<file path="config.mk">
export PLATFORM = sky130hd
export DESIGN_NAME = grc_cfg
export DESIGN_NICKNAME = d
export VERILOG_FILES = /design/src/rtl/core/grc_pkg.sv /design/src/rtl/core/grc_cfg.sv
export SDC_FILE = /design/constraint.sdc
export NUM_CORES = 1
export LEC_CHECK = 0
export BUFFER_PORTS_ARGS = -buffer_cell sky130_fd_sc_hd__buf_4
export CORE_ASPECT_RATIO = 0.9
export CORE_UTILIZATION = 35
export DETAILED_ROUTE_END_ITERATION = 6
export PLACE_DENSITY = 0.69
export RECOVER_POWER = 100
export SLEW_MARGIN = 10
export SYNTH_ARGS = -nofsm -noshare
export SYNTH_HDL_FRONTEND = slang
export SYNTH_SLANG_ARGS = --single-unit
</file>
<file path="constraint.sdc">
create_clock -name clk -period 1.5 [get_ports clk]
set_clock_uncertainty 0.15 [all_clocks]
set_input_delay 0.3 -clock clk [delete_from_list [all_inputs] [get_ports clk]]
set_output_delay 0.3 -clock clk [all_outputs]
set_load 0.01 [all_outputs]
</file>
<file path="src/rtl/core/grc_pkg.sv">
// ----------------------------------------------------------------------------
// grc_pkg
// Shared widths, register indexes, reset values and pipeline word types of
// the gradient row color block.
// ----------------------------------------------------------------------------
package grc_pkg;

    localparam int ROW_W   = 12;
    localparam int RC_W    = 13;
    localparam int SCNT_W  = 3;
    localparam int STOP_W  = 41;
    localparam int POS_W   = 17;
    localparam int COLOR_W = 24;
    localparam int CHAN_W  = 8;
    localparam int FRAC_W  = 16;
    localparam int TGT_W   = ROW_W + FRAC_W;
    localparam int PROD_W  = POS_W + RC_W;
    localparam int DIFF_W  = PROD_W + 2;
    localparam int W_W     = CHAN_W + 1;
    localparam int DIV_STEPS = CHAN_W;

    localparam logic [W_W-1:0] W_ONE  = 9'd256;
    localparam logic [W_W-1:0] W_ZERO = 9'd0;

    // register indexes of the configuration port
    localparam int REG_ROW_COUNT  = 0;
    localparam int REG_STOP_COUNT = 1;
    localparam int REG_STOP_BASE  = 2;

    localparam logic [RC_W-1:0]   ROW_COUNT_RST  = 13'd256;
    localparam logic [SCNT_W-1:0] STOP_COUNT_RST = 3'd2;
    localparam logic [SCNT_W-1:0] STOP_COUNT_MIN = 3'd2;
    localparam logic [STOP_W-1:0] STOP_FIRST_RST = 41'h000_00FF_FFFF;
    localparam logic [STOP_W-1:0] STOP_OTHER_RST = 41'h100_0000_0000;

    typedef struct packed {
        logic               found;
        logic [DIFF_W-1:0]  num;
        logic [DIFF_W-1:0]  den;
        logic [COLOR_W-1:0] c1;
        logic [COLOR_W-1:0] c2;
    } seg_word_t;

    typedef struct packed {
        logic [W_W-1:0]     w;
        logic [COLOR_W-1:0] c1;
        logic [COLOR_W-1:0] c2;
    } blend_word_t;

endpackage

</file>
<file path="src/rtl/core/grc_cfg.sv">
// ----------------------------------------------------------------------------
// grc_cfg
// Configuration registers with range clamping of row count and stop count.
// ----------------------------------------------------------------------------
module grc_cfg #(
    parameter int MAX_STOPS = 6,
    parameter int MAX_ROWS  = 4096,
    parameter int IDX_W     = 3
) (
    input  logic                           clk,
    input  logic                           rst_n,
    input  logic                           cfg_wen,
    input  logic [IDX_W-1:0]               cfg_index,
    input  logic [grc_pkg::STOP_W-1:0]     cfg_wdata,
    output logic [grc_pkg::RC_W-1:0]       rc,
    output logic [grc_pkg::SCNT_W-1:0]     n_stops,
    output logic [grc_pkg::POS_W-1:0]      pos [MAX_STOPS],
    output logic [grc_pkg::COLOR_W-1:0]    col [MAX_STOPS]
);
    import grc_pkg::*;

    logic [RC_W-1:0]   row_count_reg;
    logic [SCNT_W-1:0] stop_count_reg;
    logic [STOP_W-1:0] stop_reg [MAX_STOPS];

    always_ff @(posedge clk or negedge rst_n)
    begin
        if (!rst_n)
        begin
            row_count_reg  <= ROW_COUNT_RST;
            stop_count_reg <= STOP_COUNT_RST;
        end
        else if (cfg_wen)
        begin
            if (cfg_index == IDX_W'(REG_ROW_COUNT))
                row_count_reg <= cfg_wdata[RC_W-1:0];
            if (cfg_index == IDX_W'(REG_STOP_COUNT))
                stop_count_reg <= cfg_wdata[SCNT_W-1:0];
        end
    end

    for (genvar i = 0; i < MAX_STOPS; i++)
    begin : g_stop
        always_ff @(posedge clk or negedge rst_n)
        begin
            if (!rst_n)
                stop_reg[i] <= (i == 0) ? STOP_FIRST_RST : STOP_OTHER_RST;
            else if (cfg_wen && cfg_index == IDX_W'(REG_STOP_BASE + i))
                stop_reg[i] <= cfg_wdata;
        end
        assign pos[i] = stop_reg[i][COLOR_W +: POS_W];
        assign col[i] = stop_reg[i][COLOR_W-1:0];
    end

    always_comb
    begin
        if (row_count_reg == '0)
            rc = RC_W'(1);
        else if (32'(row_count_reg) > MAX_ROWS)
            rc = RC_W'(MAX_ROWS);
        else
            rc = row_count_reg;

        if (stop_count_reg < STOP_COUNT_MIN)
            n_stops = STOP_COUNT_MIN;
        else if (32'(stop_count_reg) > MAX_STOPS)
            n_stops = SCNT_W'(MAX_STOPS);
        else
            n_stops = stop_count_reg;
    end

endmodule

</file>
==> impl_metrics.toml <==
[power]
clkPwrFrac = 0.298
combPwrFrac = 0.306
ir_drop_v = 0.000930
p_leak_uw = 0.00758
p_switching_uw = 6740
p_sw_frac = 0.268
intPower_uw = 18400
seqPwrFrac = 0.396
power_density_mw_per_mm2 = 1550

[setup_path]
worstPathArrival_ns = 1.55
crit_buf_inv = 1
critPathMaxStageDelay_ns = 0.39
crit_family = "flip-flops"
end_kind = "output port"
cp_slowest_cell = "dfrtp_1"
worstSetupPathType = "flop to output port"
cp-start-kind = "flop"
ff2ff_path_depth = 3
crit_fanout = 2
r2r_slack_ns = 0.28
crit_required_ns = 1.05
r2r_end = "pos[65]"
path_cells = "nor4_2 > a32o_2 > buf_6"
r2r-start = "pos[65]"

[timing]
setup_ws_ns = -0.496
hold_viol = 0
rsz0062_at_grt = "yes"
fin_crit_sh = 1.33
fmax_ghz = 0.501
period_minus_slack_ns = 2.00
setup_viol = 183
finalMaxSlewViolations = 0
relSlewSlack = 0.466
worst_pin_slew_ns = 0.801

[placement]
io_buffers = 308
routabilityCongestion = 0.723
hpwl_um = 18000
dp_slack_ns = -0.168
placed_cells = 1299

[synth]
netlist_top_cells_area = "dfrtp_1 56%, mux2_2 20%, mux2_4 12%, dfstp_2 7.9%, buf_6 1.4%"
synth.ff_latch_count = 262
synth.largest_area_cell = "dfrtp_1"
synth_top_family_by_area = "multiplexers"
synth_top_area_frac = 0.558
synth_compound_area_frac = 0.00169
synthMuxAreaShare = 0.314
syn-cell-area_mm2 = 0.0104
synth_simple_gate_area_share = 0.0231
postSynthAreaPerCell_um2 = 17.7
synth-seq-area-share = 0.637
synth.distinct_cells = 20
synth_fa_ha_area_frac = 0
synth-xor-area-share = 0
yosys_warnings = 0
synth_cells = 585
synth_nets = 632

[grt]
antenna_found_initial = 0
grt_pass1_wl_um = 42900
overflow = 0
grt_pass1_vias = 7348
grt_max_degree = 62
track_usage = 0.184

[layout]
nNetsFinal = 1129
drive_above_1_share = 0.663
final_cells = 1500
diodes = 0
largest_reg_flops = 144
finish.utilization = 0.560
syn_to_final_growth_pct = 56.9
fill_cells = 2308

[clock_tree]
h-tree-depth = 1
clockBufferDepth = 3
numCtsBuffers = 28
clkTransAtPathRegs_ns = 0.06
clock_latency_ns = 0.53
cts_root_buffer = "clkbuf_16"
cts_tree = "yes"
cts_sinks = 262

[floorplanning]
start_util = 0.357
die_area_mm2 = 0.0303
ios = 309
rows = 59
die_h_um = 165
core_area_mm2 = 0.0290
die_x_um = 183

[outcome]
status = "complete, but fails checks"
violations = "setup timing"

[run]
maxCapViolCount = 0

[hold_path]
hold_start = "cfg_wen"
worstHoldPathType = "primary input to flop"
whs_endpoint = "stop_count_reg[2]"
holdPathStages = 3

[drt]
vias = 6886
drt-total-wl_um = 28700
drt-vias-per-instance = 4.59
drc = 0
drt_pre_antenna_iters = 4
drt_iter0_markers = 205
wl_per_cell_um = 19.1
ant_nets = 0
-- metrics by stage --
step	area (um2)	power, uW	TNS (ns)	hold WS, ns
after floorplan	10400	12300	-2.62	-0.146
after global placement	13600	15700	-23.44	0.0198
after detailed placement	13600	15800	-25.07	0.0190
after CTS	16500	25300	-17.06	0.0431
after global routing	16300	26300	-31.07	0.208
final	16300	25200	-9.62	0.216
-- power by group through the flow --
stage / clock network [uW] / logic (uW) / registers [uW]
after CTS: 7660 / 7700 / 9940
after global placement: 0 / 5970 / 9720
after floorplan: 0 / 1970 / 10300
after global routing: 7960 / 8160 / 10100
after detailed placement: 0 / 6070 / 9780
final: 7490 / 7710 / 9970
-- worst max-delay path by stage --
stage	start	to	slack, ns	depth (start not counted)
6_report	row_count_reg[3]	rc[0]	-0.50	3
5_1_grt	row_count_reg[5]	rc[0]	-0.55	3
4_1_cts	row_count_reg[3]	rc[0]	-0.52	3
3_5_place_dp	cfg_index[1]	col[90]	-0.17	4
3_3_place_gp	cfg_index[0]	row_count_reg[0]	-0.15	5
2_1_floorplan	cfg_index[2]	row_count_reg[10]	-0.06	4
-- tightest hold or removal path, cell delays in order --
cell and delay (ns):
buf_4 0.12, and4bb_2 0.29, mux2_2 0.16
-- layer usage --
layer  vias up  global-route usage  wire length [um]
met1      3535               0.234             12400
met5         -                   0                 0
met3        45              0.0480              1770
met2       219               0.313             13900
met4         0              0.0443               660
li1       3087                   -                 -
-- final cells by class --
type                    count  area, um2  share of cell area
flip-flops and latches    262       6600               0.406
repair buffers            501       4820               0.297
multi-input cells         288       3310               0.204
clock buffers              43        898              0.0553
well taps                 396        495              0.0305
clock inverters             9        129             0.00793
inverters                   1       3.75            0.000231
-- synth_stat cells --
master / n
dfrtp_1: 231
a21boi_0: 1
and4bb_2: 1
nor4b_4: 1
dfstp_2: 31
buf_4: 2
mux2_4: 80
and4bb_1: 2
nor2b_1: 11
mux2_1: 1
nand2b_1: 2
buf_6: 13
buf_2: 16
nand4b_4: 3
nor4_1: 3
nand4_1: 1
a32o_1: 1
inv_1: 1
mux2_2: 181
clkbuf_1: 3
-- what timing repair did --
| action | CTS | global route |
|---|---|---|
| gates cloned | 1 | 0 |
| hold buffers | 42 | 0 |
| pin swaps | 3 | 2 |
| gates resized for setup | 260 | 11 |
| setup endpoints to repair | 262 | 262 |
| hold endpoints to repair | 504 | 0 |
| setup buffers | 68 | 38 |
-- cells in the final DEF, fill, tap and decap left out, drive strengths merged --
| master | netlist | routed |
|---|---|---|
| mux2 | 262 | 262 |
| a21boi | 1 | 1 |
| clkinvlp | 0 | 2 |
| dfrtp | 231 | 231 |
| clkinv | 0 | 4 |
| nor4 | 3 | 3 |
| nand4b | 3 | 3 |
| nand2b | 2 | 2 |
| buf | 31 | 422 |
| and4bb | 3 | 3 |
| nor2b | 11 | 11 |
| nor4b | 1 | 1 |
| a32o | 1 | 1 |
| clkbuf | 3 | 79 |
| clkdlybuf4s15 | 0 | 1 |
| bufinv | 0 | 3 |
| inv | 1 | 1 |
| nand4 | 1 | 1 |
| dfstp | 31 | 31 |
| dlygate4sd3 | 0 | 42 |
-- cells by family after synthesis --
| kind of cell | Yosys count |
|---|---|
| DFF | 262 |
| muxes | 262 |
| buffers and inverters | 35 |
| and+or+nand+nor | 24 |
| AOI/OAI and AO/OA | 2 |
(Power assumes the default switching activity.)
