==> config.mk <==
export PLATFORM = sky130hd
export DESIGN_NAME = grc_div
export DESIGN_NICKNAME = d
export VERILOG_FILES = /design/src/rtl/core/grc_pkg.sv /design/src/rtl/core/grc_div.sv
export SDC_FILE = /design/constraint.sdc
export NUM_CORES = 1
export LEC_CHECK = 0
export ABC_AREA = 0
export BUFFER_PORTS_ARGS = -buffer_cell sky130_fd_sc_hd__buf_2
export CORE_MARGIN = 1
export CORE_UTILIZATION = 25
export DETAILED_ROUTE_END_ITERATION = 7
export SLEW_MARGIN = 20
export SYNTH_ARGS = -nofsm -noshare
export SYNTH_HDL_FRONTEND = slang
export SYNTH_SLANG_ARGS = --single-unit
==> constraint.sdc <==
create_clock -name clk -period 7.7 [get_ports clk]
set_input_delay 0.385 -clock clk [delete_from_list [all_inputs] [get_ports clk]]
set_output_delay 0.385 -clock clk [all_outputs]
set_load 0.05 [all_outputs]
==> src/rtl/core/grc_pkg.sv <==
// ----------------------------------------------------------------------------
// grc_pkg
// Shared widths, register indexes, reset values and pipeline word types of
// the gradient row color block.
// ----------------------------------------------------------------------------
package grc_pkg;

    localparam int ROW_W   = 12;
    localparam int RC_W    = 13;
    localparam int SCNT_W  = 3;
    localparam int STOP_W  = 41;
    localparam int POS_W   = 17;
    localparam int COLOR_W = 24;
    localparam int CHAN_W  = 8;
    localparam int FRAC_W  = 16;
    localparam int TGT_W   = ROW_W + FRAC_W;
    localparam int PROD_W  = POS_W + RC_W;
    localparam int DIFF_W  = PROD_W + 2;
    localparam int W_W     = CHAN_W + 1;
    localparam int DIV_STEPS = CHAN_W;

    localparam logic [W_W-1:0] W_ONE  = 9'd256;
    localparam logic [W_W-1:0] W_ZERO = 9'd0;

    // register indexes of the configuration port
    localparam int REG_ROW_COUNT  = 0;
    localparam int REG_STOP_COUNT = 1;
    localparam int REG_STOP_BASE  = 2;

    localparam logic [RC_W-1:0]   ROW_COUNT_RST  = 13'd256;
    localparam logic [SCNT_W-1:0] STOP_COUNT_RST = 3'd2;
    localparam logic [SCNT_W-1:0] STOP_COUNT_MIN = 3'd2;
    localparam logic [STOP_W-1:0] STOP_FIRST_RST = 41'h000_00FF_FFFF;
    localparam logic [STOP_W-1:0] STOP_OTHER_RST = 41'h100_0000_0000;

    typedef struct packed {
        logic               found;
        logic [DIFF_W-1:0]  num;
        logic [DIFF_W-1:0]  den;
        logic [COLOR_W-1:0] c1;
        logic [COLOR_W-1:0] c2;
    } seg_word_t;

    typedef struct packed {
        logic [W_W-1:0]     w;
        logic [COLOR_W-1:0] c1;
        logic [COLOR_W-1:0] c2;
    } blend_word_t;

endpackage

==> src/rtl/core/grc_div.sv <==
// ----------------------------------------------------------------------------
// grc_div
// Weight pipeline: edge case sorting, then one quotient bit per stage of a
// restoring divider.
// ----------------------------------------------------------------------------
module grc_div (
    input  logic                 clk,
    input  logic                 rst_n,
    input  logic                 in_valid,
    output logic                 in_ready,
    input  grc_pkg::seg_word_t   in_word,
    output logic                 out_valid,
    input  logic                 out_ready,
    output grc_pkg::blend_word_t out_word
);
    import grc_pkg::*;

    localparam int S     = DIV_STEPS + 1;
    localparam int REM_W = PROD_W;

    logic [S-1:0] v_reg;
    logic [S-1:0] v_next;
    logic [S-1:0] en;

    for (genvar i = 0; i < S; i++)
    begin : g_ctl
        if (i == S - 1)
        begin : g_last
            assign en[i] = !v_reg[i] || out_ready;
        end
        else
        begin : g_mid
            assign en[i] = !v_reg[i] || en[i+1];
        end
        if (i == 0)
        begin : g_first
            assign v_next[i] = en[i] ? in_valid : v_reg[i];
        end
        else
        begin : g_rest
            assign v_next[i] = en[i] ? v_reg[i-1] : v_reg[i];
        end
    end

    always_ff @(posedge clk or negedge rst_n)
    begin
        if (!rst_n)
            v_reg <= '0;
        else
            v_reg <= v_next;
    end

    assign in_ready  = en[0];
    assign out_valid = v_reg[S-1];

    logic               spec_reg [S];
    logic [W_W-1:0]     wsp_reg  [S];
    logic [REM_W-1:0]   rem_reg  [S];
    logic [REM_W-1:0]   den_reg  [S];
    logic [CHAN_W-1:0]  q_reg    [S];
    logic [COLOR_W-1:0] c1_reg   [S];
    logic [COLOR_W-1:0] c2_reg   [S];

    // stage 0: edge cases
    logic signed [DIFF_W-1:0] num_s;
    logic signed [DIFF_W-1:0] den_s;
    logic                     spec0;
    logic [W_W-1:0]           wsp0;

    assign num_s = signed'(in_word.num);
    assign den_s = signed'(in_word.den);

    always_comb
    begin
        spec0 = 1'b1;
        wsp0  = W_ONE;
        if (!in_word.found || den_s <= 0)
            wsp0 = W_ONE;
        else if (num_s <= 0)
            wsp0 = W_ZERO;
        else if (num_s >= den_s)
            wsp0 = W_ONE;
        else
            spec0 = 1'b0;
    end

    always_ff @(posedge clk)
    begin
        if (en[0])
        begin
            spec_reg[0] <= spec0;
            wsp_reg[0]  <= wsp0;
            rem_reg[0]  <= in_word.num[REM_W-1:0];
            den_reg[0]  <= in_word.den[REM_W-1:0];
            q_reg[0]    <= '0;
            c1_reg[0]   <= in_word.c1;
            c2_reg[0]   <= in_word.c2;
        end
    end

    // stages 1..DIV_STEPS: one quotient bit each
    for (genvar i = 1; i < S; i++)
    begin : g_step
        logic [REM_W:0] rem2;
        logic           ge;

        assign rem2 = {rem_reg[i-1], 1'b0};
        assign ge   = rem2 >= {1'b0, den_reg[i-1]};

        always_ff @(posedge clk)
        begin
            if (en[i])
            begin
                spec_reg[i] <= spec_reg[i-1];
                wsp_reg[i]  <= wsp_reg[i-1];
                rem_reg[i]  <= ge ? REM_W'(rem2 - {1'b0, den_reg[i-1]}) : rem2[REM_W-1:0];
                den_reg[i]  <= den_reg[i-1];
                q_reg[i]    <= {q_reg[i-1][CHAN_W-2:0], ge};
                c1_reg[i]   <= c1_reg[i-1];
                c2_reg[i]   <= c2_reg[i-1];
            end
        end
    end

    assign out_word.w  = spec_reg[S-1] ? wsp_reg[S-1] : {1'b0, q_reg[S-1]};
    assign out_word.c1 = c1_reg[S-1];
    assign out_word.c2 = c2_reg[S-1];

endmodule

==> impl_metrics.csv <==
group,metric,value,unit
synthesis,synthFlopType,"edfxtp_1",
routing,dr_wl_met3,2.59,mm
grt,gr-total-overflow,0,
place,dpl.hpwl,63.4,mm
min_path,min_from,"in_word[51]",
worst_setup_path,ff2ff_setup_slack,3610,ps
worst_setup_path,worstSetupEndpointType,"primary output",
synthesis,ys_seq_elements,975,
clocking,cts_buffers,99,
synthesis,synth_area_leaders,"edfxtp_1 65%, ha_1 7.6%, inv_1 2.7%",
floorplan,start_util,25.3,%
routing,drc,0,
routing,ant_nets,0,
place,place_congestion,0.928,
finish,final_util,29.8,%
grt,grt_first_pass_wirelength,139,mm
routing,wl_met1,37.7,mm
worst_setup_path,critical-path-max-stage-delay,640,ps
synthesis,synth_edf_count,966,
routing,wl_per_cell,14.4,um
run_status,outcome,"finished, final reports clean",
worst_setup_path,crit_chain,"nor2b_1 -> and2_1 -> and3_1 -> nand3_4 -> nor2_1 -> nand3_4 -> buf_4 -> buf_2",
clocking,numClockSinks,975,
min_path,hold_class,"in2reg",
routing,viasPerCell,4.22,
synthesis,synth_top_area_share,64.9,%
timing,finalSetupTns,0,ps
timing,finClkSkew,62.1,ps
synthesis,ys_warn_count,0,
timing,rsz0062_at_grt,"false",
clocking,ctsResizeCount,0,
finish,layout.nets,4042,
routing,dr.pass1.iters,5,
worst_setup_path,path_max_fanout,43,
floorplan,num_io_pins,176,
clocking,ctsLongestPathBuffers,3,
timing,finalCriticalPeriod,4750,ps
grt,grt_usage,9.55,%
finish,drive_above_1_share,11.9,%
worst_setup_path,cp_data_required_time,7320,ps
synthesis,async_reset_ff_share,0.923,%
worst_setup_path,critPathSlowestCell,"nor2_1",
min_path,min_to,"den_reg[0][3]",
grt,grt_max_degree,77,
min_path,whs_path_depth,1,
place,dp_cells,5777,
worst_setup_path,crit_path_start_kind,"register",
finish,area_growth,18.1,%
routing,top_layer_used,"met4",
worst_setup_path,r2r_end,"rem_reg[0][56]",
floorplan,row_count,154,
synthesis,synth_fp_nets,3694,
flow_run,maxCapViolCount,0,
synthesis,synth_top_area_cell,"edfxtp_1",
synthesis,synthTopCellsByCount,"966 x edfxtp_1, 327 x inv_1, 271 x ha_1",
synthesis,synthDistinctLibCells,81,
synthesis,syn_inst,3299,
power_and_ir_drop,power_density,411,nW/um^2
clocking,cts_tree,"built",
timing,slew_viol_final,0,
finish,fin_cells,6073,
floorplan,die_h,425,um
worst_setup_path,cp.arrival,4360,ps
routing,drt_iter0_drc,1426,
routing,vias,25647,
clocking,clk_pin_slew,60,ps
worst_setup_path,rr_worst_depth,11,
floorplan,chipWidth,425,um
worst_setup_path,crit_top_cell,"nand3_4",
power_and_ir_drop,power.total,21.7,mW
timing,timing.final.crit_share,61.7,%
floorplan,fp.coreArea,177000,sq um
synthesis,ys_seq_area_share,65.4,%
place,portBuffers,175,
grt,grt_antenna_before_repair,0,
clocking,root_buffer,"clkbuf_16",
timing,finalHoldViolCount,0,
power_and_ir_drop,irDropWorstVdd,209,uV
routing,wl_met2,42.9,mm
synthesis,yosysMostFrequentCell,"edfxtp_1",
timing,relSlewSlack,28.0,%
clocking,h-tree-depth,3,
worst_setup_path,worstSetupPathType,"reg2out",
synthesis,syn_area,44700,sq um
timing,tightest_slew,1080,ps
timing,hold_slack,73.5,ps
routing,wirelength,87.2,mm
worst_setup_path,r2r_start,"rem_reg[0][0]",
synthesis,syn_avg_cell_area,13.5,sq um
timing,setup_viol,0,
power_and_ir_drop,static-leakage-power,21.0,nW
floorplan,die-area,180000,sq um
clocking,clock_latency,710,ps
timing,fmax,0.211,GHz
grt,grt_pass1_vias,25929,
cells in the final DEF, fill, tap and decap left out, types with 15 or more instances in the layout:
cell type      Yosys  routed
a21o_1           121     121
a21oi_1          242     241
a31oi_1           19      19
and3_1            29      29
buf_2             18     175
buf_4              6      15
clkbuf_1          22      24
clkbuf_16          0      99
clkinv_1           0      15
clkinv_2           0      19
dlygate4sd3_1      0     109
edfxtp_1         966     966
ha_1             271     271
inv_1            327     323
mux2_2            28      28
mux2_4            26      26
nand2_1          202     199
nand2b_1          36      36
nand3_1           51      49
nand4_1           36      36
nor2_1           154     154
nor2b_1           45      45
nor3_1            24      24
nor4_1            24      24
o211ai_1          16      16
o21a_1            34      34
o21ai_0          182     182
o21bai_1          21      21
xnor2_1          102     102
xor2_1            73      73
cells by family (layout without fill, tap and decap cells):
group / Yosys count / count (layout) / share of synthesized area [%]
AOI/OAI and AO/OA: 767 / 767 / 10.9
xor gates and xnor gates: 175 / 175 / 3.43
adders and majority gates: 278 / 278 / 7.90
buffers and inverters: 379 / 812 / 3.33
DFF: 975 / 975 / 65.4
muxes: 68 / 68 / 1.92
other: 0 / 1 / 0
and+or+nand+nor: 657 / 657 / 7.14
critical path: cells and delay by family, from the launching register on:
kind                   cells  cell delay, ps
and+or+nand+nor            6            2650
buffers and inverters      2             660
DFF                        1             330
repair_timing:
item	in CTS	in global routing
buffers inserted	0	0
setup endpoints to repair	0	0
hold buffers	109	0
hold endpoints to repair	117	0
layout make-up:
class | count | area [sq um]
inverters | 327 | 1230
repair buffers | 299 | 2080
fillers | 17695 | 124000
clock buffers | 126 | 2610
well taps | 2340 | 2930
multi-input cells | 1945 | 14100
diodes | 1 | 2.50
clock inverters | 60 | 643
flip-flops and latches | 975 | 29200
where the power goes:
group | switching [mW] | total (mW) | leakage (nW) | internal, mW
combinational | 4.72 | 8.16 | 9.42 | 3.44
sequential | 0.700 | 8.89 | 10.0 | 8.19
clock | 2.02 | 4.66 | 1.57 | 2.64
total | 7.44 | 21.7 | 21.0 | 14.3
worst max path at each step:
stage	start	endpoint	slack (ps)	cells after the start
6_report	v_reg[8]	in_ready	2950	8
5_1_grt	v_reg[8]	in_ready	2640	8
4_1_cts	v_reg[8]	in_ready	2850	8
3_5_place_dp	out_ready	in_ready	3410	9
3_3_place_gp	out_ready	in_ready	3450	9
2_1_floorplan	v_reg[8]	c1_reg[0][24]	1290	6
per-stage QoR:
stage               setup WS, ps  cell area [sq um]
floorplan                   1290              44700
global placement            3450              48400
detailed placement          3410              48400
CTS                         2850              52800
global route                2640              52800
finish                      2950              52800
metal layers:
metal	GRT usage, %	vias up
met1	11.4	12045
li1	-	12938
met3	1.32	175
met2	16.7	489
met4	4.97	0
met5	0	-
(Power assumes the default switching activity.)
