File: config.mk
export PLATFORM = sky130hd
export DESIGN_NAME = grc_seg
export DESIGN_NICKNAME = d
export VERILOG_FILES = /design/src/rtl/core/grc_pkg.sv /design/src/rtl/core/grc_seg.sv
export SDC_FILE = /design/constraint.sdc
export NUM_CORES = 2
export LEC_CHECK = 0
export BUFFER_PORTS_ARGS = -buffer_cell sky130_fd_sc_hd__buf_2
export CORE_ASPECT_RATIO = 1.25
export CORE_UTILIZATION = 55
export DETAILED_ROUTE_END_ITERATION = 12
export PLACE_DENSITY_LB_ADDON = 0.15
export REMOVE_ABC_BUFFERS = 1
export SLEW_MARGIN = 20
export SYNTH_ARGS = -nofsm -noshare
export SYNTH_HDL_FRONTEND = slang
export SYNTH_SLANG_ARGS = --single-unit
File: constraint.sdc
create_clock -name clk -period 10.8 [get_ports clk]
set_input_delay 0.54 -clock clk [delete_from_list [all_inputs] [get_ports clk]]
set_output_delay 0.54 -clock clk [all_outputs]
set_load 0.01 [all_outputs]
File: src/rtl/core/grc_pkg.sv
// ----------------------------------------------------------------------------
// grc_pkg
// Shared widths, register indexes, reset values and pipeline word types of
// the gradient row color block.
// ----------------------------------------------------------------------------
package grc_pkg;

    localparam int ROW_W   = 12;
    localparam int RC_W    = 13;
    localparam int SCNT_W  = 3;
    localparam int STOP_W  = 41;
    localparam int POS_W   = 17;
    localparam int COLOR_W = 24;
    localparam int CHAN_W  = 8;
    localparam int FRAC_W  = 16;
    localparam int TGT_W   = ROW_W + FRAC_W;
    localparam int PROD_W  = POS_W + RC_W;
    localparam int DIFF_W  = PROD_W + 2;
    localparam int W_W     = CHAN_W + 1;
    localparam int DIV_STEPS = CHAN_W;

    localparam logic [W_W-1:0] W_ONE  = 9'd256;
    localparam logic [W_W-1:0] W_ZERO = 9'd0;

    // register indexes of the configuration port
    localparam int REG_ROW_COUNT  = 0;
    localparam int REG_STOP_COUNT = 1;
    localparam int REG_STOP_BASE  = 2;

    localparam logic [RC_W-1:0]   ROW_COUNT_RST  = 13'd256;
    localparam logic [SCNT_W-1:0] STOP_COUNT_RST = 3'd2;
    localparam logic [SCNT_W-1:0] STOP_COUNT_MIN = 3'd2;
    localparam logic [STOP_W-1:0] STOP_FIRST_RST = 41'h000_00FF_FFFF;
    localparam logic [STOP_W-1:0] STOP_OTHER_RST = 41'h100_0000_0000;

    typedef struct packed {
        logic               found;
        logic [DIFF_W-1:0]  num;
        logic [DIFF_W-1:0]  den;
        logic [COLOR_W-1:0] c1;
        logic [COLOR_W-1:0] c2;
    } seg_word_t;

    typedef struct packed {
        logic [W_W-1:0]     w;
        logic [COLOR_W-1:0] c1;
        logic [COLOR_W-1:0] c2;
    } blend_word_t;

endpackage

File: src/rtl/core/grc_seg.sv
// ----------------------------------------------------------------------------
// grc_seg
// Three-stage front end: scaled stop positions, segment search, and the
// numerator and denominator of the blend weight.
// ----------------------------------------------------------------------------
module grc_seg #(
    parameter int MAX_STOPS = 6
) (
    input  logic                           clk,
    input  logic                           rst_n,
    input  logic                           in_valid,
    output logic                           in_ready,
    input  logic [grc_pkg::ROW_W-1:0]      in_row,
    input  logic [grc_pkg::RC_W-1:0]       rc,
    input  logic [grc_pkg::SCNT_W-1:0]     n_stops,
    input  logic [grc_pkg::POS_W-1:0]      pos [MAX_STOPS],
    input  logic [grc_pkg::COLOR_W-1:0]    col [MAX_STOPS],
    output logic                           out_valid,
    input  logic                           out_ready,
    output grc_pkg::seg_word_t             out_word
);
    import grc_pkg::*;

    localparam int S = 3;

    logic [S-1:0] v_reg;
    logic [S-1:0] v_next;
    logic [S-1:0] en;

    for (genvar i = 0; i < S; i++)
    begin : g_ctl
        if (i == S - 1)
        begin : g_last
            assign en[i] = !v_reg[i] || out_ready;
        end
        else
        begin : g_mid
            assign en[i] = !v_reg[i] || en[i+1];
        end
        if (i == 0)
        begin : g_first
            assign v_next[i] = en[i] ? in_valid : v_reg[i];
        end
        else
        begin : g_rest
            assign v_next[i] = en[i] ? v_reg[i-1] : v_reg[i];
        end
    end

    always_ff @(posedge clk or negedge rst_n)
    begin
        if (!rst_n)
            v_reg <= '0;
        else
            v_reg <= v_next;
    end

    assign in_ready  = en[0];
    assign out_valid = v_reg[S-1];

    // stage 0: positions scaled by row count
    logic [ROW_W-1:0]  row0_reg;
    logic [PROD_W-1:0] prod0_reg [MAX_STOPS];

    always_ff @(posedge clk)
    begin
        if (en[0])
        begin
            row0_reg <= in_row;
            for (int k = 0; k < MAX_STOPS; k++)
                prod0_reg[k] <= PROD_W'(pos[k]) * PROD_W'(rc);
        end
    end

    // stage 1: first segment whose end reaches the row
    logic [TGT_W-1:0]   tgt0;
    logic               found1;
    logic [PROD_W-1:0]  lo1;
    logic [PROD_W-1:0]  hi1;
    logic [COLOR_W-1:0] c11;
    logic [COLOR_W-1:0] c21;
    logic [COLOR_W-1:0] last_col;

    assign tgt0 = {row0_reg, FRAC_W'(0)};

    always_comb
    begin
        last_col = col[MAX_STOPS-1];
        for (int k = 0; k < MAX_STOPS; k++)
            if (SCNT_W'(k + 1) == n_stops)
                last_col = col[k];

        found1 = 1'b0;
        lo1    = '0;
        hi1    = '0;
        c11    = last_col;
        c21    = last_col;
        for (int k = MAX_STOPS - 1; k >= 1; k--)
        begin
            if (SCNT_W'(k) < n_stops && prod0_reg[k] >= PROD_W'(tgt0))
            begin
                found1 = 1'b1;
                lo1    = prod0_reg[k-1];
                hi1    = prod0_reg[k];
                c11    = col[k-1];
                c21    = col[k];
            end
        end
    end

    logic [ROW_W-1:0]   row1_reg;
    logic               found1_reg;
    logic [PROD_W-1:0]  lo1_reg;
    logic [PROD_W-1:0]  hi1_reg;
    logic [COLOR_W-1:0] c11_reg;
    logic [COLOR_W-1:0] c21_reg;

    always_ff @(posedge clk)
    begin
        if (en[1])
        begin
            row1_reg   <= row0_reg;
            found1_reg <= found1;
            lo1_reg    <= lo1;
            hi1_reg    <= hi1;
            c11_reg    <= c11;
            c21_reg    <= c21;
        end
    end

    // stage 2: signed numerator and denominator
    seg_word_t word2_reg;

    always_ff @(posedge clk)
    begin
        if (en[2])
        begin
            word2_reg.found <= found1_reg;
            word2_reg.num   <= DIFF_W'({row1_reg, FRAC_W'(0)}) - DIFF_W'(lo1_reg);
            word2_reg.den   <= DIFF_W'(hi1_reg) - DIFF_W'(lo1_reg);
            word2_reg.c1    <= c11_reg;
            word2_reg.c2    <= c21_reg;
        end
    end

    assign out_word = word2_reg;

endmodule

==> reports/results.md <==
• **Syn-to-layout area delta** 7.16%
• **number of placed instances, taps included** 8552
• **predominant post-synthesis flop cell** edfxtp_1
• **area share of the leading cell type in the synthesized netlist** 30.6%
• **non-filler cells in the finished layout** 8656
• **utilization after layout** 59.5%
• **top routing layer used** met5
• **post-synthesis register bit count** 427
• **critical path required time** 11190 ps
• **wire length of the first global-routing pass** 289000 um
• **DR pass1 iterations** 6
• **core region area** 117000 um2
• **count of H-tree levels built during CTS** 2
• **P_leak** 33.7 nW
• **Distinct cells, synth** 72
• **most frequent cell after synthesis** inv_1
• **overflow left after global routing** 0
• **Clock Tree Buf Depth** 3
• **Total Neg Setup Slack** 0 ps
• **run status** finished, final reports clean
• **M1 wire length** 70500 um
• **later-pin clock latency in the skew report** 670 ps
• **Arrival @ worst endpoint** 7300 ps
• **Max Transition Viols Final** 0
• **floorplan die height** 386 um
• **maximum fanout along the worst path** 53
• **part of the total power dissipated in combinational logic** 73.9%
• **largest cells by area after synthesis** fa_1 (31%), edfxtp_1 (20%), ha_1 (11%)
• **number of port buffers** 392
• **antenna violations before repair** 9
• **Layout Cell Area excl Fill** 69600 um2
• **remaining max-slew budget at the tightest pin** 35.0%
• **mean cell area of the mapped netlist** 9.38 um2
• **number of enable-type register cells in the synthesized netlist** 424
• **time the worst path needs with I/O delays and setup** 6910 ps
• **routed wire length per instance** 21.1 um
• **net count reported at finish** 8865
• **cell-internal power** 11.3 mW
• **total die area** 119000 um2
• **antenna-violating nets left** 0
• **setup fix buffers added after clock tree synthesis** 0
• **CTS tree** built
• **power per standard cell area** 327 nW/um2
• **highest ir drop seen on vdd** 282 uV
• **Initial Util** 55.6%
• **fraction of the yosys area taken by sequential cells** 19.7%
• **worst-case clock skew** 57.3 ps
• **most frequent cells after synthesis** inv_1 (1387), fa_1 (991), nand2_1 (859)
• **final weighted congestion in routability-driven placement** 0.960
• **Met2 Wirelength** 88300 um
• **total wire length after detailed routing** 183000 um
• **number of clock buffers inserted by TritonCTS** 50
• **CTS sink cnt** 427
• **via count of the first global-routing pass** 52200
• **Net Sw Power** 11.5 mW
• **type of origin of the critical path** input port
• **cell area after technology mapping** 64900 um2
• **DRC violation count after routing** 0
• **placed wire-length estimate** 140000 um
• **share of the clock period used by the worst path** 64.0%
• **fraction of registers with async set or reset after synthesis** 0.703%
• **cell area after placement** 67900 um2
• **register clock-pin slew on the reported worst setup and hold paths** 60 ps
• **Horiz. Die Dim** 309 um
• **warning count from the yosys run** 0
• **share of total power in the clock network** 7.7%
• **critical path class** input port to register
• **Setup-failing EPs final** 0
• **met3 routed WL** 13000 um
• **row count** 140
• **violation count after the first detailed-route iteration** 3352
• **number of flip-flops under the largest register name** 180
• **switching share of power** 50.5%
• **top-level port count** 393
• **Worst-Margin Slew** 973 ps
• **via density per instance** 5.72
• **relative contribution of sequential cells to total power** 18.4%
• **global-route usage over all layers** 31.5%
• **highest attainable clock frequency** 145 MHz
• **CP endpoint kind** register
• **Vias** 49500
• **RSZ-0062 raised after global routing** false
• **endpoints failing hold** 0
• **count of max-cap constraint violations** 0
• **cell accounting for the most synthesized area** fa_1
• **CTS root buf** clkbuf_16
• **worst hold path type** input port to register
• **fraction of final layout cells sized beyond drive strength 1** 7.89%
• **pin count of the biggest net entering global routing** 128
• **post-synthesis cell count** 6924
-- cell families after synthesis --
family / Yosys count / share of synthesized area, %
multiplexers: 89 / 1.85
adder cells (fa/ha/maj): 1544 / 41.2
buffers and inverters: 1752 / 10.2
AO/OA/AOI/OAI: 895 / 9.13
flip-flops: 427 / 19.7
AND/OR/NAND/NOR: 2030 / 15.3
XOR/XNOR: 187 / 2.52
-- cell usage in the layout (no fill, tap or decap), drive strengths merged, types with 151 or more instances in the layout --
cell,count
and2,642
fa,991
xnor2,151
buf,431
nand2,859
a21oi,198
o21ai,170
inv,1390
nor2,240
edfxtp,424
ha,553
-- final timing paths --
check | start | endpoint | slack, ps | cells past startpoint
worst min-delay path | in_row[6] | row0_reg[6] | 50 | 1
worst min register to register | c21_reg[9] | out_word[9] | 380 | 0
worst max-delay path | rc[4] | prod0_reg[2][28] | 3890 | 21
worst max register to register | row0_reg[1] | c21_reg[22] | 5520 | 13
min in group asynchronous | rst_n | v_reg[1] | 250 | 2
max in group asynchronous | rst_n | v_reg[0] | 10450 | 2
-- layer usage --
metal	vias up	global-route usage, %
li1	22200	-
met1	25000	38.4
met2	1846	53.3
met3	434	5.14
met4	2	17.5
met5	-	0
-- worst max-delay path, cell delays in order --
cell and delay [ps]:
buf_4 540, buf_4 700, nand2_1 170, fa_1 540, fa_1 510, inv_1 60
fa_1 510, fa_1 500, inv_1 50, fa_1 470, inv_1 40, ha_1 330
a21o_1 220, a211oi_1 320, o211ai_1 130, nor3b_1 210, a221o_1 360, a2111oi_0 500
o21bai_1 140, a21oi_1 190, xnor2_1 80
-- power groups by stage --
stage | clock network [mW] | logic [mW] | registers (mW)
floorplan | 0 | 11.9 | 3.98
finish | 1.74 | 16.8 | 4.19
global placement | 0 | 16.6 | 4.18
detailed placement | 0 | 16.7 | 4.18
CTS | 1.77 | 16.9 | 4.17
global route | 1.81 | 18.9 | 4.23
-- final cells by class --
| type | instances | area, um2 |
|---|---|---|
| antenna | 11 | 27.5 |
| clock buffer | 58 | 1280 |
| clock inverter | 34 | 362 |
| fill | 10300 | 47300 |
| inverter | 1387 | 5210 |
| multi-input combinational | 4745 | 45500 |
| sequential | 427 | 12800 |
| tap | 1562 | 1950 |
| timing repair buffer | 432 | 2400 |
-- through the flow --
stage               power [mW]  hold WS (ps)  setup slack [ps]
global placement          20.7           337              3480
floorplan                 15.8           244              1790
global route              25.0          39.3              3640
finish                    22.8          52.1              3890
detailed placement        20.9           341              3380
CTS                       22.8          16.5              4050
-- timing repair --
| action | in CTS | in global routing |
|---|---|---|
| hold endpoints to repair | 3 | 0 |
| resized for setup | 0 | 0 |
| hold buffers | 1 | 0 |
No activity file was read; power rests on OpenSTA's default activity.
