File: config.mk
export PLATFORM = sky130hd
export DESIGN_NAME = grc_blend
export DESIGN_NICKNAME = d
export VERILOG_FILES = /design/src/rtl/core/grc_pkg.sv /design/src/rtl/core/grc_blend.sv
export SDC_FILE = /design/constraint.sdc
export NUM_CORES = 1
export LEC_CHECK = 0
export BUFFER_PORTS_ARGS = -buffer_cell sky130_fd_sc_hd__buf_2
export CORE_ASPECT_RATIO = 2
export CORE_MARGIN = 2
export CORE_UTILIZATION = 59
export DETAILED_ROUTE_END_ITERATION = 12
export PLACE_DENSITY = 0.82
export SETUP_SLACK_MARGIN = 0.2
export SLEW_MARGIN = 10
export SYNTH_ARGS = -nofsm -noshare
export SYNTH_HDL_FRONTEND = slang
export SYNTH_SLANG_ARGS = --single-unit
File: constraint.sdc
create_clock -name clk -period 1.38 [get_ports clk]
set_input_delay 0.276 -clock clk [delete_from_list [all_inputs] [get_ports clk]]
set_output_delay 0.276 -clock clk [all_outputs]
set_load 0.02 [all_outputs]
File: src/rtl/core/grc_pkg.sv
// ----------------------------------------------------------------------------
// grc_pkg
// Shared widths, register indexes, reset values and pipeline word types of
// the gradient row color block.
// ----------------------------------------------------------------------------
package grc_pkg;

    localparam int ROW_W   = 12;
    localparam int RC_W    = 13;
    localparam int SCNT_W  = 3;
    localparam int STOP_W  = 41;
    localparam int POS_W   = 17;
    localparam int COLOR_W = 24;
    localparam int CHAN_W  = 8;
    localparam int FRAC_W  = 16;
    localparam int TGT_W   = ROW_W + FRAC_W;
    localparam int PROD_W  = POS_W + RC_W;
    localparam int DIFF_W  = PROD_W + 2;
    localparam int W_W     = CHAN_W + 1;
    localparam int DIV_STEPS = CHAN_W;

    localparam logic [W_W-1:0] W_ONE  = 9'd256;
    localparam logic [W_W-1:0] W_ZERO = 9'd0;

    // register indexes of the configuration port
    localparam int REG_ROW_COUNT  = 0;
    localparam int REG_STOP_COUNT = 1;
    localparam int REG_STOP_BASE  = 2;

    localparam logic [RC_W-1:0]   ROW_COUNT_RST  = 13'd256;
    localparam logic [SCNT_W-1:0] STOP_COUNT_RST = 3'd2;
    localparam logic [SCNT_W-1:0] STOP_COUNT_MIN = 3'd2;
    localparam logic [STOP_W-1:0] STOP_FIRST_RST = 41'h000_00FF_FFFF;
    localparam logic [STOP_W-1:0] STOP_OTHER_RST = 41'h100_0000_0000;

    typedef struct packed {
        logic               found;
        logic [DIFF_W-1:0]  num;
        logic [DIFF_W-1:0]  den;
        logic [COLOR_W-1:0] c1;
        logic [COLOR_W-1:0] c2;
    } seg_word_t;

    typedef struct packed {
        logic [W_W-1:0]     w;
        logic [COLOR_W-1:0] c1;
        logic [COLOR_W-1:0] c2;
    } blend_word_t;

endpackage

File: src/rtl/core/grc_blend.sv
// ----------------------------------------------------------------------------
// grc_blend
// Weighted mix of the two stop colors per channel with round half up,
// held in the output register.
// ----------------------------------------------------------------------------
module grc_blend (
    input  logic                              clk,
    input  logic                              rst_n,
    input  logic                              in_valid,
    output logic                              in_ready,
    input  grc_pkg::blend_word_t              in_word,
    output logic                              out_valid,
    input  logic                              out_ready,
    output logic [grc_pkg::COLOR_W-1:0]       out_rgb
);
    import grc_pkg::*;

    localparam int NCH   = COLOR_W / CHAN_W;
    localparam int ACC_W = W_W + CHAN_W;

    logic               v_reg;
    logic               v_next;
    logic               en;
    logic [COLOR_W-1:0] rgb_reg;
    logic [COLOR_W-1:0] rgb_next;
    logic [W_W-1:0]     wc;

    assign en        = !v_reg || out_ready;
    assign v_next    = en ? in_valid : v_reg;
    assign in_ready  = en;
    assign out_valid = v_reg;
    assign wc        = W_ONE - in_word.w;

    // output order is red low, blue high; stop colors hold red high
    always_comb
    begin
        logic [ACC_W-1:0] acc;
        logic [CHAN_W-1:0] a;
        logic [CHAN_W-1:0] b;
        rgb_next = '0;
        for (int c = 0; c < NCH; c++)
        begin
            a   = in_word.c1[(NCH - 1 - c) * CHAN_W +: CHAN_W];
            b   = in_word.c2[(NCH - 1 - c) * CHAN_W +: CHAN_W];
            acc = ACC_W'(wc) * ACC_W'(a) + ACC_W'(in_word.w) * ACC_W'(b)
                + ACC_W'(W_ONE >> 1);
            rgb_next[c * CHAN_W +: CHAN_W] = acc[CHAN_W +: CHAN_W];
        end
    end

    always_ff @(posedge clk or negedge rst_n)
    begin
        if (!rst_n)
            v_reg <= 1'b0;
        else
            v_reg <= v_next;
    end

    always_ff @(posedge clk)
    begin
        if (en)
            rgb_reg <= rgb_next;
    end

    assign out_rgb = rgb_reg;

endmodule

==> results by group, run 1 <==
Worst setup path
  – Top Family by Delay on Critical Path: adder cells
  – Cell with the largest stage delay on the worst path: sky130_fd_sc_hd__fa_1
  – Endpoint type of the worst setup path: flop
  – Worst path buffer plus inverter count: 8
  – Required time of the worst setup path: about 1.5 ns
  – Crit Path Class: primary input to flop
  – Maximum cell stage delay along the critical path: 0.54 ns
  – Critical Path Source Type: primary input
  – Most Frequent Cell on Critical Path: sky130_fd_sc_hd__fa_1
  – Crit path DAT: ~6 ns
  – Largest fanout on the critical path: 8

Synthesis
  – Post-synth ARST share: ~4.0%
  – Synth Flop Type: sky130_fd_sc_hd__edfxtp_1
  – Leading area contributor after synthesis: sky130_fd_sc_hd__fa_1
  – Top cell type's share of synthesized area: between 40 and 50%
  – Number of warnings printed during yosys synthesis: 0
  – Largest cells by area after synthesis: sky130_fd_sc_hd__fa_1 (43%), sky130_fd_sc_hd__ha_1 (16%), sky130_fd_sc_hd__and2_1 (11%), sky130_fd_sc_hd__inv_1 (11%), sky130_fd_sc_hd__edfxtp_1 (4.9%)
  – Number of enable-type register cells in the synthesized netlist: 24
  – Synthesized area per cell: 9.24 sq um
  – Post-synth top cells: sky130_fd_sc_hd__inv_1 (439), sky130_fd_sc_hd__fa_1 (318), sky130_fd_sc_hd__and2_1 (266), sky130_fd_sc_hd__ha_1 (190), sky130_fd_sc_hd__nand2_1 (161)
  – Number of distinct standard cells referenced by the synthesized netlist: 49
  – Count of mapped cells out of synthesis: 1,594
  – Leading cell type by number of instances after synthesis: sky130_fd_sc_hd__inv_1
  – Syn_nets: roughly 2,200
  – Sequential cell area fraction in the yosys report: between 5 and 6%
  – FF+latch count, synth: 25
  – Post-synth design cell area: roughly 0.015 sq mm

Clock tree
  – Clock-pin slew of the registers on the worst-case setup and hold paths: about 0.09 ns
  – Clock tree buffer depth: 2
  – Number of buffers created by CTS: 3
  – H-Tree Depth: 1
  – Clock root cell: sky130_fd_sc_hd__clkbuf_16
  – Clock tree from TritonCTS: built
  – Worst skew pair latency: 0.31 ns
  – Number of sinks on the clock net: 25

Global route
  – Vias in the first global route: around 14,000
  – Residual overflow from global routing: 0
  – Wire length of the first global-routing pass: around 64,000 microns
  – Maximum number of pins on one net before global-route repair: 28
  – Antenna violations before repair: 3
  – GRT Overall Usage: between 30% and 40%

STA
  – Tightest slew margin relative to the limit: between 70% and 80%
  – Slew @ Worst Pin: slightly above 0.4 ns
  – Hold violation total from the final report: 0
  – Peak Freq: about 170 MHz
  – Setup-violating endpoint count in the final report: 24
  – Unrepaired setup endpoints after global routing: true
  – Final clock period utilization by the worst path: 436%
  – Setup ws final: -4.63 ns
  – Shortest period the worst path allows: 6.01 ns
  – Final number of max-transition violations: 0
  – Max Clock Skew: about 0.011 ns

Floorplan
  – Chip Width: ~120 microns
  – Die height: approximately 230 microns
  – Core Rows: 81
  – Standard cell core area: ~0.025 sq mm
  – Top-level I/O count: 87
  – Area of the die: 0.0263 sq mm
  – Initial Util: 60.1%

Hold path
  – Tightest Hold Check Type: primary input to flop

Route
  – Count of antenna-violating nets left after detailed routing: 0
  – Total wirelength of the detailed-routed design: just under 40,000 microns
  – Routed vias/inst: about 5.3
  – Routed length per placed instance: 18.2 microns
  – Number of remaining DRC errors: 0
  – Drt first-iter violations: 565
  – Total via count after detailed routing: between 10,000 and 15,000
  – Number of detailed-route iterations in the first pass: 5

Placement
  – Placer Congestion: 0.938
  – Port Buffers: between 80 and 90
  – Cell area after placement: between 0.015 and 0.02 sq mm
  – Detailed placer's ending HPWL: approximately 32,000 microns

Status
  – Run status: finished with violations
  – Violations in the final reports: negative setup slack

Final layout
  – Fin util: 71.9%
  – Signed area change from the synthesized netlist to the final layout: 19.7%
  – Proportion of layout cells with a drive suffix above 1: about 22%
  – Post-layout nets: about 2,400
  – Post-route cell area: between 0.015 and 0.02 sq mm

Job
  – MaxCap Viol Count: 0
-- timing repair --
item	in CTS	in global routing
hold buffers	1	0
gates resized for setup	69	42
endpoints found under the setup margin	26	26
setup buffers	23	16
hold endpoints to repair	1	0
pin swaps	53	46
-- area by class of cell --
| class | count | area, sq um |
|---|---|---|
| multi-input combinational | 1077 | 12600 |
| clock buffer | 3 | 75.1 |
| clock inverter | 1 | 8.76 |
| sequential | 25 | 746 |
| antenna | 3 | 7.51 |
| tap | 332 | 415 |
| inverter | 439 | 1670 |
| fill | 1702 | 6900 |
| timing repair buffer | 285 | 2110 |
-- kinds of logic (layout without fill, tap and decap cells) --
| logic type | count (synthesis) | in the layout | synth area share [%] |
|---|---|---|---|
| adders and majority gates | 508 | 508 | 59.4 |
| buffers and inverters | 492 | 728 | 12.6 |
| other | 0 | 3 | 0 |
| AOI/OAI and AO/OA | 45 | 45 | 2.39 |
| xor gates and xnor gates | 55 | 55 | 3.40 |
| and+or+nand+nor | 469 | 469 | 17.2 |
| DFF | 25 | 25 | 5.06 |
-- metrics by stage --
| stage | hold slack (ns) | setup slack, ns | setup TNS (ns) | std cells |
|---|---|---|---|---|
| after global placement | 0.0501 | -4.97 | -112.25 | 2118 |
| after floorplan | -0.0196 | -4.74 | -103.97 | 1594 |
| after global routing | 0.186 | -4.77 | -108.77 | 2164 |
| after CTS | 0.171 | -4.52 | -102.25 | 2146 |
| after detailed placement | 0.0538 | -5.21 | -115.54 | 2118 |
| final | 0.163 | -4.63 | -104.74 | 2165 |
-- worst paths after layout --
| kind | start | to | slack [ns] | depth (start not counted) |
|---|---|---|---|---|
| max | in_word[50] | out_rgb[15] | -4.63 | 26 |
| min | in_valid | out_valid | 0.16 | 2 |
| max reg2reg | out_valid | out_rgb[6] | 0.29 | 3 |
| min reg2reg | out_valid | out_valid | 0.71 | 3 |
| max in group asynchronous | rst_n | out_valid | 1.02 | 2 |
| min in group asynchronous | rst_n | out_valid | 0.28 | 2 |
-- state kept, by name, indices dropped and copies added, names as in the netlist --
register / count
out_valid: 1
out_rgb: 24
-- layout by cell type (no fill, tap or decap), drive strengths merged, types with 2 or more instances in the layout --
cell type	count
inv	439
fa	318
buf	284
and2	272
ha	190
nand2	161
xnor2	44
edfxtp	24
a21oi	15
xor2	11
nor2	10
o21ai	7
nand4	5
a21o	5
nor3	4
nor2b	4
nand2b	4
diode	3
o21a	3
clkbuf	3
a31oi	3
o211ai	2
nand3	2
and3	2
o31a	2
-- per-layer routing --
layer  vias to the layer above  part of all wire, %  track usage [%]
met5                         -                    0                0
met4                         0                  9.5             26.3
met3                       242                  4.9             4.61
met2                       489                   55             58.0
met1                      5708                   31             31.3
li1                       5087                    -                -
Power of run 1 is not shown: default switching activity piles up to over one toggle a cycle in this logic, so the estimate is an artifact.
==> inputs of run 2 (changes only) <==
--- a/config.mk
+++ b/config.mk
@@ -10,6 +10,8 @@
 export CORE_MARGIN = 2
 export CORE_UTILIZATION = 59
 export DETAILED_ROUTE_END_ITERATION = 12
+export GPL_TIMING_DRIVEN = 0
+export HOLD_SLACK_MARGIN = 0.08
 export PLACE_DENSITY = 0.82
 export SETUP_SLACK_MARGIN = 0.2
 export SLEW_MARGIN = 10
==> results by group, run 2 (same netlist as run 1, synthesis figures left out) <==
STA
  – Final clock period utilization by the worst path: 461%
  – Shortest period the worst path allows: 6.37 ns
  – Setup-violating endpoint count in the final report: 24
  – Tightest slew margin relative to the limit: approximately two fifths
  – Setup ws final: -4.99 ns
  – Hold violation total from the final report: 0
  – Max Clock Skew: around 0.0046 ns
  – Unrepaired setup endpoints after global routing: true
  – Final number of max-transition violations: 0
  – Slew @ Worst Pin: 0.878 ns
  – Sum Neg Setup Slack: -113.20 ns
  – Peak Freq: between 150 and 200 MHz

Clock tree
  – Clock root cell: sky130_fd_sc_hd__clkbuf_16
  – Worst skew pair latency: roughly 0.30 ns
  – H-Tree Depth: 1
  – Clock-pin slew of the registers on the worst-case setup and hold paths: roughly 0.090 ns
  – Number of buffers created by CTS: 3
  – Clock tree buffer depth: 2
  – Clock tree from TritonCTS: built
  – Number of sinks on the clock net: 25

Final layout
  – Post-layout nets: 2,311
  – Most common cell after layout, fill and taps aside: sky130_fd_sc_hd__inv_1
  – Fillcell total: ~1,800
  – Signed area change from the synthesized netlist to the final layout: 15.8%
  – Proportion of layout cells with a drive suffix above 1: between 10% and 20%
  – Flip-flop count of the largest register after layout: 24
  – Top library cells by usage in the layout, fill and taps aside: sky130_fd_sc_hd__inv_1 (421), sky130_fd_sc_hd__fa_1 (308), sky130_fd_sc_hd__and2_1 (263)
  – Final Instance Count excl. Fillers: 2,076

Global route
  – GRT Overall Usage: a little over a third
  – Residual overflow from global routing: 0
  – Antenna violations before repair: 4
  – Wire length of the first global-routing pass: 67,700 microns
  – Maximum number of pins on one net before global-route repair: 14
  – Vias in the first global route: ~13,000

Floorplan
  – Area of the die: ~0.026 sq mm
  – Chip Width: roughly 120 microns
  – Standard cell core area: 0.0245 sq mm
  – Core Rows: 81
  – Die height: around 230 microns
  – Initial Util: between 60% and 70%
  – Top-level I/O count: just under 90

Worst setup path
  – Critical Path Source Type: primary input
  – Most Frequent Cell on Critical Path: sky130_fd_sc_hd__fa_1
  – Slack of the worst reg-to-reg path: 0.23 ns
  – Required time of the worst setup path: 1.44 ns
  – Cell with the largest stage delay on the worst path: sky130_fd_sc_hd__fa_2
  – Reg-to-Reg Start: out_valid
  – Crit path DAT: between 6 and 7 ns
  – Crit Path Class: primary input to flop
  – Crit path launch: in_word[48]
  – Maximum cell stage delay along the critical path: approximately 0.56 ns
  – Endpoint type of the worst setup path: flop
  – Largest fanout on the critical path: 3

Hold path
  – Tightest Hold Check Type: primary input to flop
  – Origin of the worst min-delay path: in_valid

Placement
  – Detailed placer's ending HPWL: approximately 33,000 microns
  – Placer Congestion: ~0.96
  – Inst Count DP: approximately 2,000
  – Port Buffers: 70

Route
  – Count of antenna-violating nets left after detailed routing: 0
  – Total wirelength of the detailed-routed design: roughly 43,000 microns
  – Routed vias/inst: between 5 and 6
  – Drt first-iter violations: ~740
  – Routed length per placed instance: just over 20 microns
  – Number of detailed-route iterations in the first pass: 7
  – Number of remaining DRC errors: 0
  – Total via count after detailed routing: 11,400

Job
  – MaxCap Viol Count: 0

Status
  – Violations in the final reports: negative setup slack
  – Run status: finished with violations
[run 2: cell count changes in the layout (fill, tap and decap cells not counted), moves of 5 or more]
cell,change
sky130_fd_sc_hd__buf_6,+5
sky130_fd_sc_hd__clkbuf_1,+23
sky130_fd_sc_hd__buf_4,-129
sky130_fd_sc_hd__buf_8,+7
sky130_fd_sc_hd__clkbuf_8,+7
sky130_fd_sc_hd__buf_1,+7
sky130_fd_sc_hd__clkbuf_2,+7
sky130_fd_sc_hd__buf_2,-15
[run 2: final cells by class]
type	instances	area (sq um)	area share, %
Multi-Input combinational cell	1078	12700	74.4
Inverter	439	1660	9.70
Timing Repair Buffer	142	1060	6.23
Sequential cell	25	747	4.38
Tap cell	332	415	2.44
Buffer	53	399	2.34
Clock buffer	4	78.8	0.462
Antenna cell	3	7.51	0.0440
[run 2: worst max-delay path, delay by kind of cell]
kind / cells / cell delay, ns
XOR/XNOR: 2 / 0.37
AO/OA/AOI/OAI: 3 / 0.83
buffers and inverters: 9 / 0.76
AND/OR/NAND/NOR: 4 / 0.82
adder cells (fa/ha/maj): 8 / 3.35
[run 2: timing repair]
action | in CTS | in global routing
setup buffers | 60 | 11
resized for setup | 129 | 51
setup endpoints to repair | 49 | 26
hold endpoints to repair | 1 | 0
pin swaps | 58 | 68
cloned | 1 | 0
hold buffers | 1 | 0
[run 2: worst paths after layout]
| check | to | depth (start not counted) |
|---|---|---|
| min in group asynchronous | out_valid | 2 |
| max reg2reg | out_rgb[6] | 2 |
| max in group asynchronous | out_valid | 2 |
| min | out_valid | 2 |
| max | out_rgb[23] | 26 |
| min reg2reg | out_valid | 3 |
[run 2: layer usage]
| metal | wire length [microns] | up-vias | part of all wire, % | track usage, % |
|---|---|---|---|---|
| met1 | 12700 | 5720 | 30 | 33.1 |
| met3 | 2680 | 272 | 6.2 | 6.04 |
| met2 | 22700 | 543 | 53 | 62.2 |
| met5 | 13 | - | 0.030 | 0 |
| li1 | - | 4911 | - | - |
| met4 | 4760 | 2 | 11 | 31.0 |
[run 2: per-stage QoR]
| step | area, sq um | hold slack, ns | setup WS [ns] | utilization [%] |
|---|---|---|---|---|
| 6_report | 17100 | 0.160 | -4.99 | 69.5 |
| 4_1_cts | 16800 | 0.155 | -5.03 | 68.4 |
| 2_1_floorplan | 14900 | -0.0196 | -4.74 | - |
| 3_3_place_gp | 15700 | 0.0504 | -6.00 | 63.9 |
| 5_1_grt | 17100 | 0.173 | -5.15 | 69.5 |
| 3_5_place_dp | 15700 | 0.0514 | -6.05 | 63.9 |
Power of run 2 is left out for the same reason.
